$ cat src/sv/mpct_pkg.sv
// Package for the mouse packet cursor tracker: codes, state and result types,
// and the fixed click region table. No dependencies.
`default_nettype none

package mpct_pkg;

  localparam int CoordW  = 10;
  localparam int ByteW   = 8;
  localparam int CodeW   = 4;
  localparam int CfgIdxW = 2;
  // Proposed coordinates span -256..1279, so two bits above the coordinate
  localparam int PropW   = CoordW + 2;

  // Request types
  localparam logic REQ_BYTE = 1'b0;
  localparam logic REQ_POLL = 1'b1;

  // Configuration register indexes
  localparam logic [CfgIdxW-1:0] CFG_EDGE_MAX_X = 2'd0;
  localparam logic [CfgIdxW-1:0] CFG_EDGE_MAX_Y = 2'd1;
  localparam logic [CfgIdxW-1:0] CFG_EDGE_MIN   = 2'd2;

  localparam logic [CoordW-1:0] EDGE_MAX_X_RST = 10'd793;
  localparam logic [CoordW-1:0] EDGE_MAX_Y_RST = 10'd592;
  localparam logic [CoordW-1:0] EDGE_MIN_RST   = 10'd1;

  localparam logic [ByteW-1:0] CLICK_STATUS = 8'd9;
  localparam int XSignBit = 4;
  localparam int YSignBit = 5;

  localparam logic [CodeW-1:0] SEL_NONE = 4'd0;

  typedef enum logic [1:0] {
    PH_STATUS = 2'd0,
    PH_X      = 2'd1,
    PH_Y      = 2'd2
  } phase_t;

  typedef struct packed {
    phase_t              phase;
    logic [ByteW-1:0]    held_status;
    logic [CoordW-1:0]   held_dx;
    logic [CoordW-1:0]   pos_x;
    logic [CoordW-1:0]   pos_y;
    logic [CodeW-1:0]    pending;
  } track_state_t;

  typedef struct packed {
    logic [CoordW-1:0] max_x;
    logic [CoordW-1:0] max_y;
    logic [CoordW-1:0] min;
  } edges_t;

  typedef struct packed {
    logic [CoordW-1:0] cursor_x;
    logic [CoordW-1:0] cursor_y;
    logic              moved;
    logic [CodeW-1:0]  selection_code;
  } result_t;

  // Click regions, highest priority first; code is position + 1
  localparam int RegionCount = 11;
  typedef logic [CoordW-1:0] coord_list_t [RegionCount];
  localparam coord_list_t RegX0 = '{10'd50,  10'd50,  10'd150, 10'd300, 10'd300, 10'd400,
                                    10'd550, 10'd550, 10'd650, 10'd50,  10'd425};
  localparam coord_list_t RegX1 = '{10'd250, 10'd150, 10'd250, 10'd500, 10'd400, 10'd500,
                                    10'd750, 10'd650, 10'd750, 10'd375, 10'd750};
  localparam coord_list_t RegY0 = '{10'd50,  10'd150, 10'd150, 10'd50,  10'd150, 10'd150,
                                    10'd50,  10'd150, 10'd150, 10'd250, 10'd250};
  localparam coord_list_t RegY1 = '{10'd150, 10'd200, 10'd200, 10'd150, 10'd200, 10'd200,
                                    10'd150, 10'd200, 10'd200, 10'd550, 10'd550};

  // First region containing the point, or SEL_NONE
  function automatic logic [CodeW-1:0] region_code(input logic [CoordW-1:0] x,
                                                   input logic [CoordW-1:0] y);
    logic [CodeW-1:0] code;
    code = SEL_NONE;
    for (int i = RegionCount - 1; i >= 0; i--) begin
      if (y >= RegY0[i] && y <= RegY1[i] && x >= RegX0[i] && x <= RegX1[i]) begin
        code = CodeW'(i + 1);
      end
    end
    return code;
  endfunction

endpackage

`default_nettype wire

$ cat src/sv/mpct_in_if.sv
// Input channel of the cursor tracker: request type and mouse byte.
// Depends on mpct_pkg.
`default_nettype none

interface mpct_in_if;
  logic                     valid;
  logic                     ready;
  logic                     req_type;
  logic [mpct_pkg::ByteW-1:0] data_byte;

  modport source (output valid, req_type, data_byte, input ready);
  modport sink   (input valid, req_type, data_byte, output ready);
endinterface

`default_nettype wire

$ cat src/sv/mpct_out_if.sv
// Result channel of the cursor tracker: cursor, move flag, selection code.
// Depends on mpct_pkg.
`default_nettype none

interface mpct_out_if;
  logic                        valid;
  logic                        ready;
  logic [mpct_pkg::CoordW-1:0] cursor_x;
  logic [mpct_pkg::CoordW-1:0] cursor_y;
  logic                        moved;
  logic [mpct_pkg::CodeW-1:0]  selection_code;

  modport source (output valid, cursor_x, cursor_y, moved, selection_code, input ready);
  modport sink   (input valid, cursor_x, cursor_y, moved, selection_code, output ready);
endinterface

`default_nettype wire

$ cat src/sv/mpct_cfg_if.sv
// Configuration write channel of the cursor tracker: register index and data.
// Depends on mpct_pkg.
`default_nettype none

interface mpct_cfg_if;
  logic                         valid;
  logic                         ready;
  logic [mpct_pkg::CfgIdxW-1:0] reg_index;
  logic [mpct_pkg::CoordW-1:0]  wdata;

  modport source (output valid, reg_index, wdata, input ready);
  modport sink   (input valid, reg_index, wdata, output ready);
endinterface

`default_nettype wire

$ cat src/sv/mpct_step.sv
// Next-state and result logic for one item of the cursor tracker.
// Depends on mpct_pkg.
`default_nettype none

module mpct_step (
  input  mpct_pkg::track_state_t      cur,
  input  mpct_pkg::edges_t            edges,
  input  logic                        req_type,
  input  logic [mpct_pkg::ByteW-1:0]  data_byte,
  output mpct_pkg::track_state_t      nxt,
  output mpct_pkg::result_t           res
);
  import mpct_pkg::*;

  logic signed [PropW-1:0] prop_x;
  logic signed [PropW-1:0] prop_y;
  logic signed [PropW-1:0] min_s;
  logic signed [PropW-1:0] max_x_s;
  logic signed [PropW-1:0] max_y_s;
  logic                    y_sign;
  logic                    move_ok;
  logic [CodeW-1:0]        click_code;

  // Propose the move: x from the held motion, y negated so it grows downward
  assign y_sign  = cur.held_status[YSignBit];
  assign prop_x  = $signed({2'b00, cur.pos_x}) +
                   $signed({{2{cur.held_dx[CoordW-1]}}, cur.held_dx});
  assign prop_y  = $signed({2'b00, cur.pos_y}) -
                   $signed({{(PropW-ByteW-1){y_sign}}, y_sign, data_byte});
  assign min_s   = $signed({2'b00, edges.min});
  assign max_x_s = $signed({2'b00, edges.max_x});
  assign max_y_s = $signed({2'b00, edges.max_y});
  assign move_ok = (prop_x > min_s) && (prop_x < max_x_s) &&
                   (prop_y > min_s) && (prop_y < max_y_s);

  // Region hit at the cursor held before this packet's motion
  assign click_code = region_code(cur.pos_x, cur.pos_y);

  // Advance the packet phase and cursor
  always_comb begin
    nxt                = cur;
    res.moved          = 1'b0;
    res.selection_code = SEL_NONE;
    if (req_type == REQ_POLL) begin
      res.selection_code = cur.pending;
      nxt.pending        = SEL_NONE;
    end else begin
      unique case (cur.phase)
        PH_STATUS: begin
          nxt.held_status = data_byte;
          if (data_byte == CLICK_STATUS && click_code != SEL_NONE) begin
            nxt.pending = click_code;
          end
          nxt.phase = PH_X;
        end
        PH_X: begin
          nxt.held_dx = {{2{cur.held_status[XSignBit]}}, data_byte};
          nxt.phase   = PH_Y;
        end
        default: begin
          if (move_ok) begin
            nxt.pos_x = prop_x[CoordW-1:0];
            nxt.pos_y = prop_y[CoordW-1:0];
            res.moved = 1'b1;
          end
          nxt.phase = PH_STATUS;
        end
      endcase
    end
    res.cursor_x = nxt.pos_x;
    res.cursor_y = nxt.pos_y;
  end

endmodule

`default_nettype wire

$ cat src/sv/mouse_packet_cursor_tracker_unit.sv
// Mouse packet cursor tracker: input register, one step of decode logic, result register.
// An accepted item waits in the input register until the result register is free, then its result is registered.
// Throughput: one item per cycle; a held result holds the input register, which then drops ready.
// Reset: edges return to 793/592/1, cursor to 0,0, phase to status, no pending code.
// Depends on mpct_pkg, mpct_in_if, mpct_out_if, mpct_cfg_if and mpct_step.
`default_nettype none

module mouse_packet_cursor_tracker_unit (
  input  logic        clk,
  input  logic        rst,
  mpct_in_if.sink     pkt_in,
  mpct_out_if.source  res_out,
  mpct_cfg_if.sink    cfg
);
  import mpct_pkg::*;

  track_state_t     state;
  track_state_t     state_next;
  edges_t           edges;
  result_t          step_res;
  result_t          out_res;
  logic             out_valid;
  logic             s1_valid;
  logic             s1_req;
  logic [ByteW-1:0] s1_byte;
  logic             advance;

  // Move the input register into the result register when it is free
  assign advance      = s1_valid && (!out_valid || res_out.ready);
  assign pkt_in.ready = !s1_valid || advance;
  assign cfg.ready    = 1'b1;

  // Input register
  always_ff @(posedge clk) begin
    if (rst) begin
      s1_valid <= 1'b0;
    end else if (pkt_in.ready) begin
      s1_valid <= pkt_in.valid;
    end
  end

  always_ff @(posedge clk) begin
    if (pkt_in.valid && pkt_in.ready) begin
      s1_req  <= pkt_in.req_type;
      s1_byte <= pkt_in.data_byte;
    end
  end

  mpct_step u_step (
    .cur       (state),
    .edges     (edges),
    .req_type  (s1_req),
    .data_byte (s1_byte),
    .nxt       (state_next),
    .res       (step_res)
  );

  // Tracker state, updated as each item leaves the input register
  always_ff @(posedge clk) begin
    if (rst) begin
      state <= '{phase: PH_STATUS, held_status: '0, held_dx: '0,
                 pos_x: '0, pos_y: '0, pending: SEL_NONE};
    end else if (advance) begin
      state <= state_next;
    end
  end

  // Edge registers
  always_ff @(posedge clk) begin
    if (rst) begin
      edges <= '{max_x: EDGE_MAX_X_RST, max_y: EDGE_MAX_Y_RST, min: EDGE_MIN_RST};
    end else if (cfg.valid && cfg.ready) begin
      unique case (cfg.reg_index)
        CFG_EDGE_MAX_X: edges.max_x <= cfg.wdata;
        CFG_EDGE_MAX_Y: edges.max_y <= cfg.wdata;
        CFG_EDGE_MIN:   edges.min   <= cfg.wdata;
        default:        edges       <= edges;
      endcase
    end
  end

  // Result register
  always_ff @(posedge clk) begin
    if (rst) begin
      out_valid <= 1'b0;
    end else if (advance) begin
      out_valid <= 1'b1;
    end else if (res_out.ready) begin
      out_valid <= 1'b0;
    end
  end

  always_ff @(posedge clk) begin
    if (advance) begin
      out_res <= step_res;
    end
  end

  assign res_out.valid          = out_valid;
  assign res_out.cursor_x       = out_res.cursor_x;
  assign res_out.cursor_y       = out_res.cursor_y;
  assign res_out.moved          = out_res.moved;
  assign res_out.selection_code = out_res.selection_code;

  // A poll leaves no pending code behind
  a_poll_clears: assert property (@(posedge clk) disable iff (rst)
    (advance && s1_req == REQ_POLL) |=> (state.pending == SEL_NONE))
    else $error("pending selection survived a poll");

  // A result never both moves and reports a selection
  a_move_or_sel: assert property (@(posedge clk) disable iff (rst)
    out_valid |-> !(out_res.moved && out_res.selection_code != SEL_NONE))
    else $error("result both moved and carried a selection");

  // The cursor only changes when a result reports a move
  a_cursor_move: assert property (@(posedge clk) disable iff (rst)
    (advance && !step_res.moved) |=> ($stable(state.pos_x) && $stable(state.pos_y)))
    else $error("cursor changed without a move");

  // Pending code stays within the region list
  a_pending_range: assert property (@(posedge clk) disable iff (rst)
    state.pending <= CodeW'(RegionCount))
    else $error("pending selection out of range");

endmodule

`default_nettype wire

$ cat src/flat_wrapper.sv
// flat-port wrapper written by rule: the top's interface ports become plain ports
module mouse_packet_cursor_tracker_unit_flat import mpct_pkg::*;
  (clk, rst, pkt_in_valid, pkt_in_req_type, pkt_in_data_byte, pkt_in_ready, res_out_valid, res_out_cursor_x, res_out_cursor_y, res_out_moved, res_out_selection_code, res_out_ready, cfg_valid, cfg_reg_index, cfg_wdata, cfg_ready);
  mpct_in_if pkt_in_i ();
  mpct_out_if res_out_i ();
  mpct_cfg_if cfg_i ();
  input  logic clk;
  input  logic rst;
  input wire logic [$bits(pkt_in_i.valid)-1:0] pkt_in_valid;
  input wire logic [$bits(pkt_in_i.req_type)-1:0] pkt_in_req_type;
  input wire logic [$bits(pkt_in_i.data_byte)-1:0] pkt_in_data_byte;
  output wire logic [$bits(pkt_in_i.ready)-1:0] pkt_in_ready;
  output wire logic [$bits(res_out_i.valid)-1:0] res_out_valid;
  output wire logic [$bits(res_out_i.cursor_x)-1:0] res_out_cursor_x;
  output wire logic [$bits(res_out_i.cursor_y)-1:0] res_out_cursor_y;
  output wire logic [$bits(res_out_i.moved)-1:0] res_out_moved;
  output wire logic [$bits(res_out_i.selection_code)-1:0] res_out_selection_code;
  input wire logic [$bits(res_out_i.ready)-1:0] res_out_ready;
  input wire logic [$bits(cfg_i.valid)-1:0] cfg_valid;
  input wire logic [$bits(cfg_i.reg_index)-1:0] cfg_reg_index;
  input wire logic [$bits(cfg_i.wdata)-1:0] cfg_wdata;
  output wire logic [$bits(cfg_i.ready)-1:0] cfg_ready;
  assign pkt_in_i.valid = pkt_in_valid;
  assign pkt_in_i.req_type = pkt_in_req_type;
  assign pkt_in_i.data_byte = pkt_in_data_byte;
  assign pkt_in_ready = pkt_in_i.ready;
  assign res_out_valid = res_out_i.valid;
  assign res_out_cursor_x = res_out_i.cursor_x;
  assign res_out_cursor_y = res_out_i.cursor_y;
  assign res_out_moved = res_out_i.moved;
  assign res_out_selection_code = res_out_i.selection_code;
  assign res_out_i.ready = res_out_ready;
  assign cfg_i.valid = cfg_valid;
  assign cfg_i.reg_index = cfg_reg_index;
  assign cfg_i.wdata = cfg_wdata;
  assign cfg_ready = cfg_i.ready;
  mouse_packet_cursor_tracker_unit u_core (.clk(clk), .rst(rst), .pkt_in(pkt_in_i), .res_out(res_out_i), .cfg(cfg_i));
endmodule
$ cat config.mk
export PLATFORM = sky130hd
export DESIGN_NAME = mouse_packet_cursor_tracker_unit_flat
export DESIGN_NICKNAME = d
export VERILOG_FILES = /design/src/sv/mpct_pkg.sv /design/src/sv/mpct_in_if.sv /design/src/sv/mpct_out_if.sv /design/src/sv/mpct_cfg_if.sv /design/src/sv/mpct_step.sv /design/src/sv/mouse_packet_cursor_tracker_unit.sv /design/src/flat_wrapper.sv
export SDC_FILE = /design/constraint.sdc
export NUM_CORES = 1
export LEC_CHECK = 0
export BUFFER_PORTS_ARGS = -buffer_cell sky130_fd_sc_hd__buf_2
export CAP_MARGIN = 20
export CORE_MARGIN = 8
export CORE_UTILIZATION = 31
export CTS_BUF_LIST = sky130_fd_sc_hd__clkbuf_4
export CTS_CLUSTER_SIZE = 12
export DETAILED_ROUTE_END_ITERATION = 8
export SLEW_MARGIN = 30
export SYNTH_ARGS = -nofsm -noshare
export SYNTH_HDL_FRONTEND = slang
export SYNTH_SLANG_ARGS = --single-unit
$ cat constraint.sdc
create_clock -name clk -period 5.3 [get_ports clk]
set_clock_uncertainty 0.1 [all_clocks]
set_input_delay 0.53 -clock clk [delete_from_list [all_inputs] [get_ports clk]]
set_output_delay 0.53 -clock clk [all_outputs]
set_load 0.02 [all_outputs]
==> run_results.csv <==
group,metric,value,unit
run_status,outcome,"complete, no violations",
cts,clk_pin_slew,160,ps
critical_path,path_common_cell,"ha_1",
detailed_routing,vias,5207,
floorplan,coreArea,20820,um^2
sta,layout_setup_ws,349.7,ps
detailed_routing,drt_pass1_iterations,5,
synth,ys_ff_latch,103,
global_routing,grt_pass1_vias,4931,
synth,synth_area_leaders,"dfxtp_1, edfxtp_1, ha_1",
global_routing,overflow,0,
floorplan,die-area,25960,um^2
layout,multi_input_area,3762,um^2
critical_path,cpMaxStageDelayCell,"or4b_4",
critical_path,crit_buf_inv,2,
critical_path,r2r_start,"u_core.state[14]",
detailed_routing,wl_per_cell,15.69,um
min_path,hold_class,"in2reg",
floorplan,fp.dieH,161.1,um
cts,cts_tree,"built",
cts,cts_hold_buf,0,
critical_path,cp-end-kind,"flip-flop",
critical_path,crit_family,"compound AO/OA/AOI/OAI gates",
sta,setup_viol_count_final,0,
synth,ys_async_sr_fraction,0,%
synth,syn_avg_cell_area,9.106,um^2
layout,layout-drive-gt1-share,15.08,%
synth,synth_cell_types,74,
sta,tns,0,ps
detailed_routing,drt-total-wl,16380,um
detailed_routing,vias_per_cell,4.988,
critical_path,reg2reg_slack,350,ps
cts,cts_buffers,9,
critical_path,worstPathRequired,5590,ps
place,dp_hpwl,12940,um
min_path,min_to,"u_core.s1_byte[3]",
place,dp_slack,379.1,ps
cts,cts_resized,0,
sta,layout_min_cycle_time,4950,ps
synth,yosys.area.top_type,"dfxtp_1",
layout,seq_area,2402,um^2
place,routabilityCongestion,0.8504,
critical_path,critPathLaunchType,"flip-flop",
synth,syn_area,6529,um^2
floorplan,io_pins,54,
critical_path,r2r-end,"u_core.state[4]",
global_routing,grt_pass1_wl,26340,um
synth,synth_edf_count,34,
power,p_per_area,215.8,nW/um^2
synth,yosysWarnings,0,
floorplan,initial_core_util,31.35,%
layout,fillCellCount,2202,
layout,syn_to_final_growth,12.63,%
sta,tightest_slew,948.7,ps
global_routing,antenna_found_initial,0,
layout,num_antenna_cells,0,
critical_path,r2r_cells,16,
cts,clk_path_buf_depth,2,
critical_path,cpPeakStageDelay,590,ps
run,max_cap_violations,0,
detailed_routing,drc,0,
place,portBuffers,52,
cts,cts.sinks,103,
sta,rsz0062_at_grt,"no",
critical_path,path_cells,"ha_1 -> inv_1 -> fa_1 -> nor2b_1 -> o31a_1 -> o21a_1 -> nor2_1 -> xnor2_1 -> ha_1 -> and3_4 -> a2111oi_0 -> a21oi_1 -> or4b_4 -> a2111oi_4 -> buf_12 -> mux2_4",
synth,yosysTopAreaCellShare,21.16,%
power,irDropWorstVdd,118.9,uV
synth,ys.flop_type,"dfxtp_1",
sta,slew_viol_final,0,
min_path,min_from,"pkt_in_data_byte[3]",
sta,maxSlewHeadroom,36.75,%
power,p_leak,3.067,nW
floorplan,row_count,53,
global_routing,grt_start_max_net_pins,46,
synth,syn_nets,805,
detailed_routing,ant_nets,0,
detailed_routing,drt_iter0_markers,275,
power,total_power,1.587,mW
critical_path,critPathKind,"reg2reg",
sta,hold_violations,0,
cts,clk_latency,490,ps
critical_path,arrival,5240,ps
cts,htree_levels,3,
cts,post_cts_buffers,0,
sta,fmax,202.0,MHz
sta,final.period_utilization,93.40,%
layout,layout.nets,852,
min_path,min_path_cells,1,
cts,clock_tree.root_cell,"clkbuf_4",
synth,yosysSeqAreaShare,36.80,%
floorplan,chipWidth,161.1,um
global_routing,track_usage,12.68,%
synth,syn_inst,717,
critical_path,crit_fanout,10,
## synthesized netlist by cell type, drive strengths merged, types with 4 or more instances
cell type  number
nand2          83
nor2           71
dfxtp          69
inv            62
ha             60
a21oi          52
mux2i          36
edfxtp         34
o21ai          28
clkbuf         25
mux2           20
o211ai         14
a21o           10
nand3          10
xnor2          10
a211oi          9
nor2b           9
nor3            7
buf             6
nor4            6
and2            5
and3            5
nand2b          5
nand4           5
o21a            5
o31ai           5
a2111oi         4
a211o           4
a41oi           4
nand3b          4
## metal layers
layer,track usage [%],wire [um],part of all wire [%],vias up
met5,0,0,0,-
met4,2.609,210,1.3,0
met3,3.105,786,4.8,14
met2,20.49,7553,46,96
met1,16.86,7828,48,2436
li1,-,-,-,2661
## placed cells by master, fill, tap and decap left out, drive strengths merged, types with 10 or more instances in the layout
cell     n
buf     67
clkbuf  11
a21oi   52
nand3   10
nand2   83
o21ai   28
inv     63
xnor2   10
a21o    10
nor2    71
mux2i   36
mux2    20
ha      60
dfxtp   69
edfxtp  34
o211ai  14
## report_power, final
part	switching (mW)	total, mW	internal [mW]	leakage [nW]
Sequential	0.0106	0.847	0.837	0.887
Combinational	0.103	0.160	0.0576	2.07
Clock	0.279	0.580	0.300	0.113
## cell type report
cell class / count / area share [%]
multi-input cells: 521 / 51.17
inverters: 62 / 3.165
repair buffers: 67 / 5.411
well taps: 275 / 4.679
clock buffers: 11 / 1.123
flip-flops and latches: 103 / 32.67
clock inverters: 5 / 1.787
## metrics by stage
step                area, um^2  utilization (%)  hold WS (ps)  instances
floorplan                 6529                -         328.9        717
global placement          7133            34.26         344.3       1028
detailed placement        7139            34.29         350.5       1028
CTS                       7353            35.31         65.55       1044
global route              7353            35.31         32.79       1044
finish                    7353            35.31         103.8       1044
## cells by family (layout without fill, tap and decap cells)
| kind of cell | count (synthesis) | in the layout | share of synthesized area, % |
|---|---|---|---|
| AO/OA/AOI/OAI | 169 | 169 | 17.90 |
| XOR/XNOR | 12 | 12 | 1.610 |
| adder cells (fa/ha/maj) | 62 | 62 | 12.11 |
| buffers and inverters | 93 | 145 | 5.864 |
| flip-flops | 103 | 103 | 36.80 |
| multiplexers | 56 | 56 | 10.12 |
| other | 1 | 1 | 0.05744 |
| AND/OR/NAND/NOR | 221 | 221 | 15.54 |
## how the worst max path moves through the flow
stage / start / to / slack [ps] / cells past startpoint
3_5_place_dp: u_core.state[14] / u_core.state[4] / 380 / 16
2_1_floorplan: u_core.state[15] / u_core.res_out.cursor_x[9] / 870 / 16
5_1_grt: u_core.state[14] / u_core.state[4] / 100 / 16
6_report: u_core.state[14] / u_core.state[4] / 350 / 16
4_1_cts: u_core.state[14] / u_core.state[4] / 360 / 16
3_3_place_gp: u_core.state[14] / u_core.state[4] / 480 / 16
## state kept, by name, indices dropped and copies added (netlist names)
signal	count
u_core.state	37
u_core.edges	30
u_core.res_out.cursor_x	10
u_core.res_out.cursor_y	10
u_core.s1_byte	8
u_core.res_out.selection_code	4
u_core.res_out.moved	1
u_core.res_out.valid	1
u_core.s1_req	1
u_core.s1_valid	1
## worst reg2reg max path: cells and delay by family, from the launching register on
family,cells,cell delay (ps)
AOI/OAI and AO/OA,5,1360
xor gates and xnor gates,1,330
adders and majority gates,3,980
buffers and inverters,2,270
DFF,1,520
muxes,1,300
and+or+nand+nor,4,970
Power figures use the tool's default switching activity.
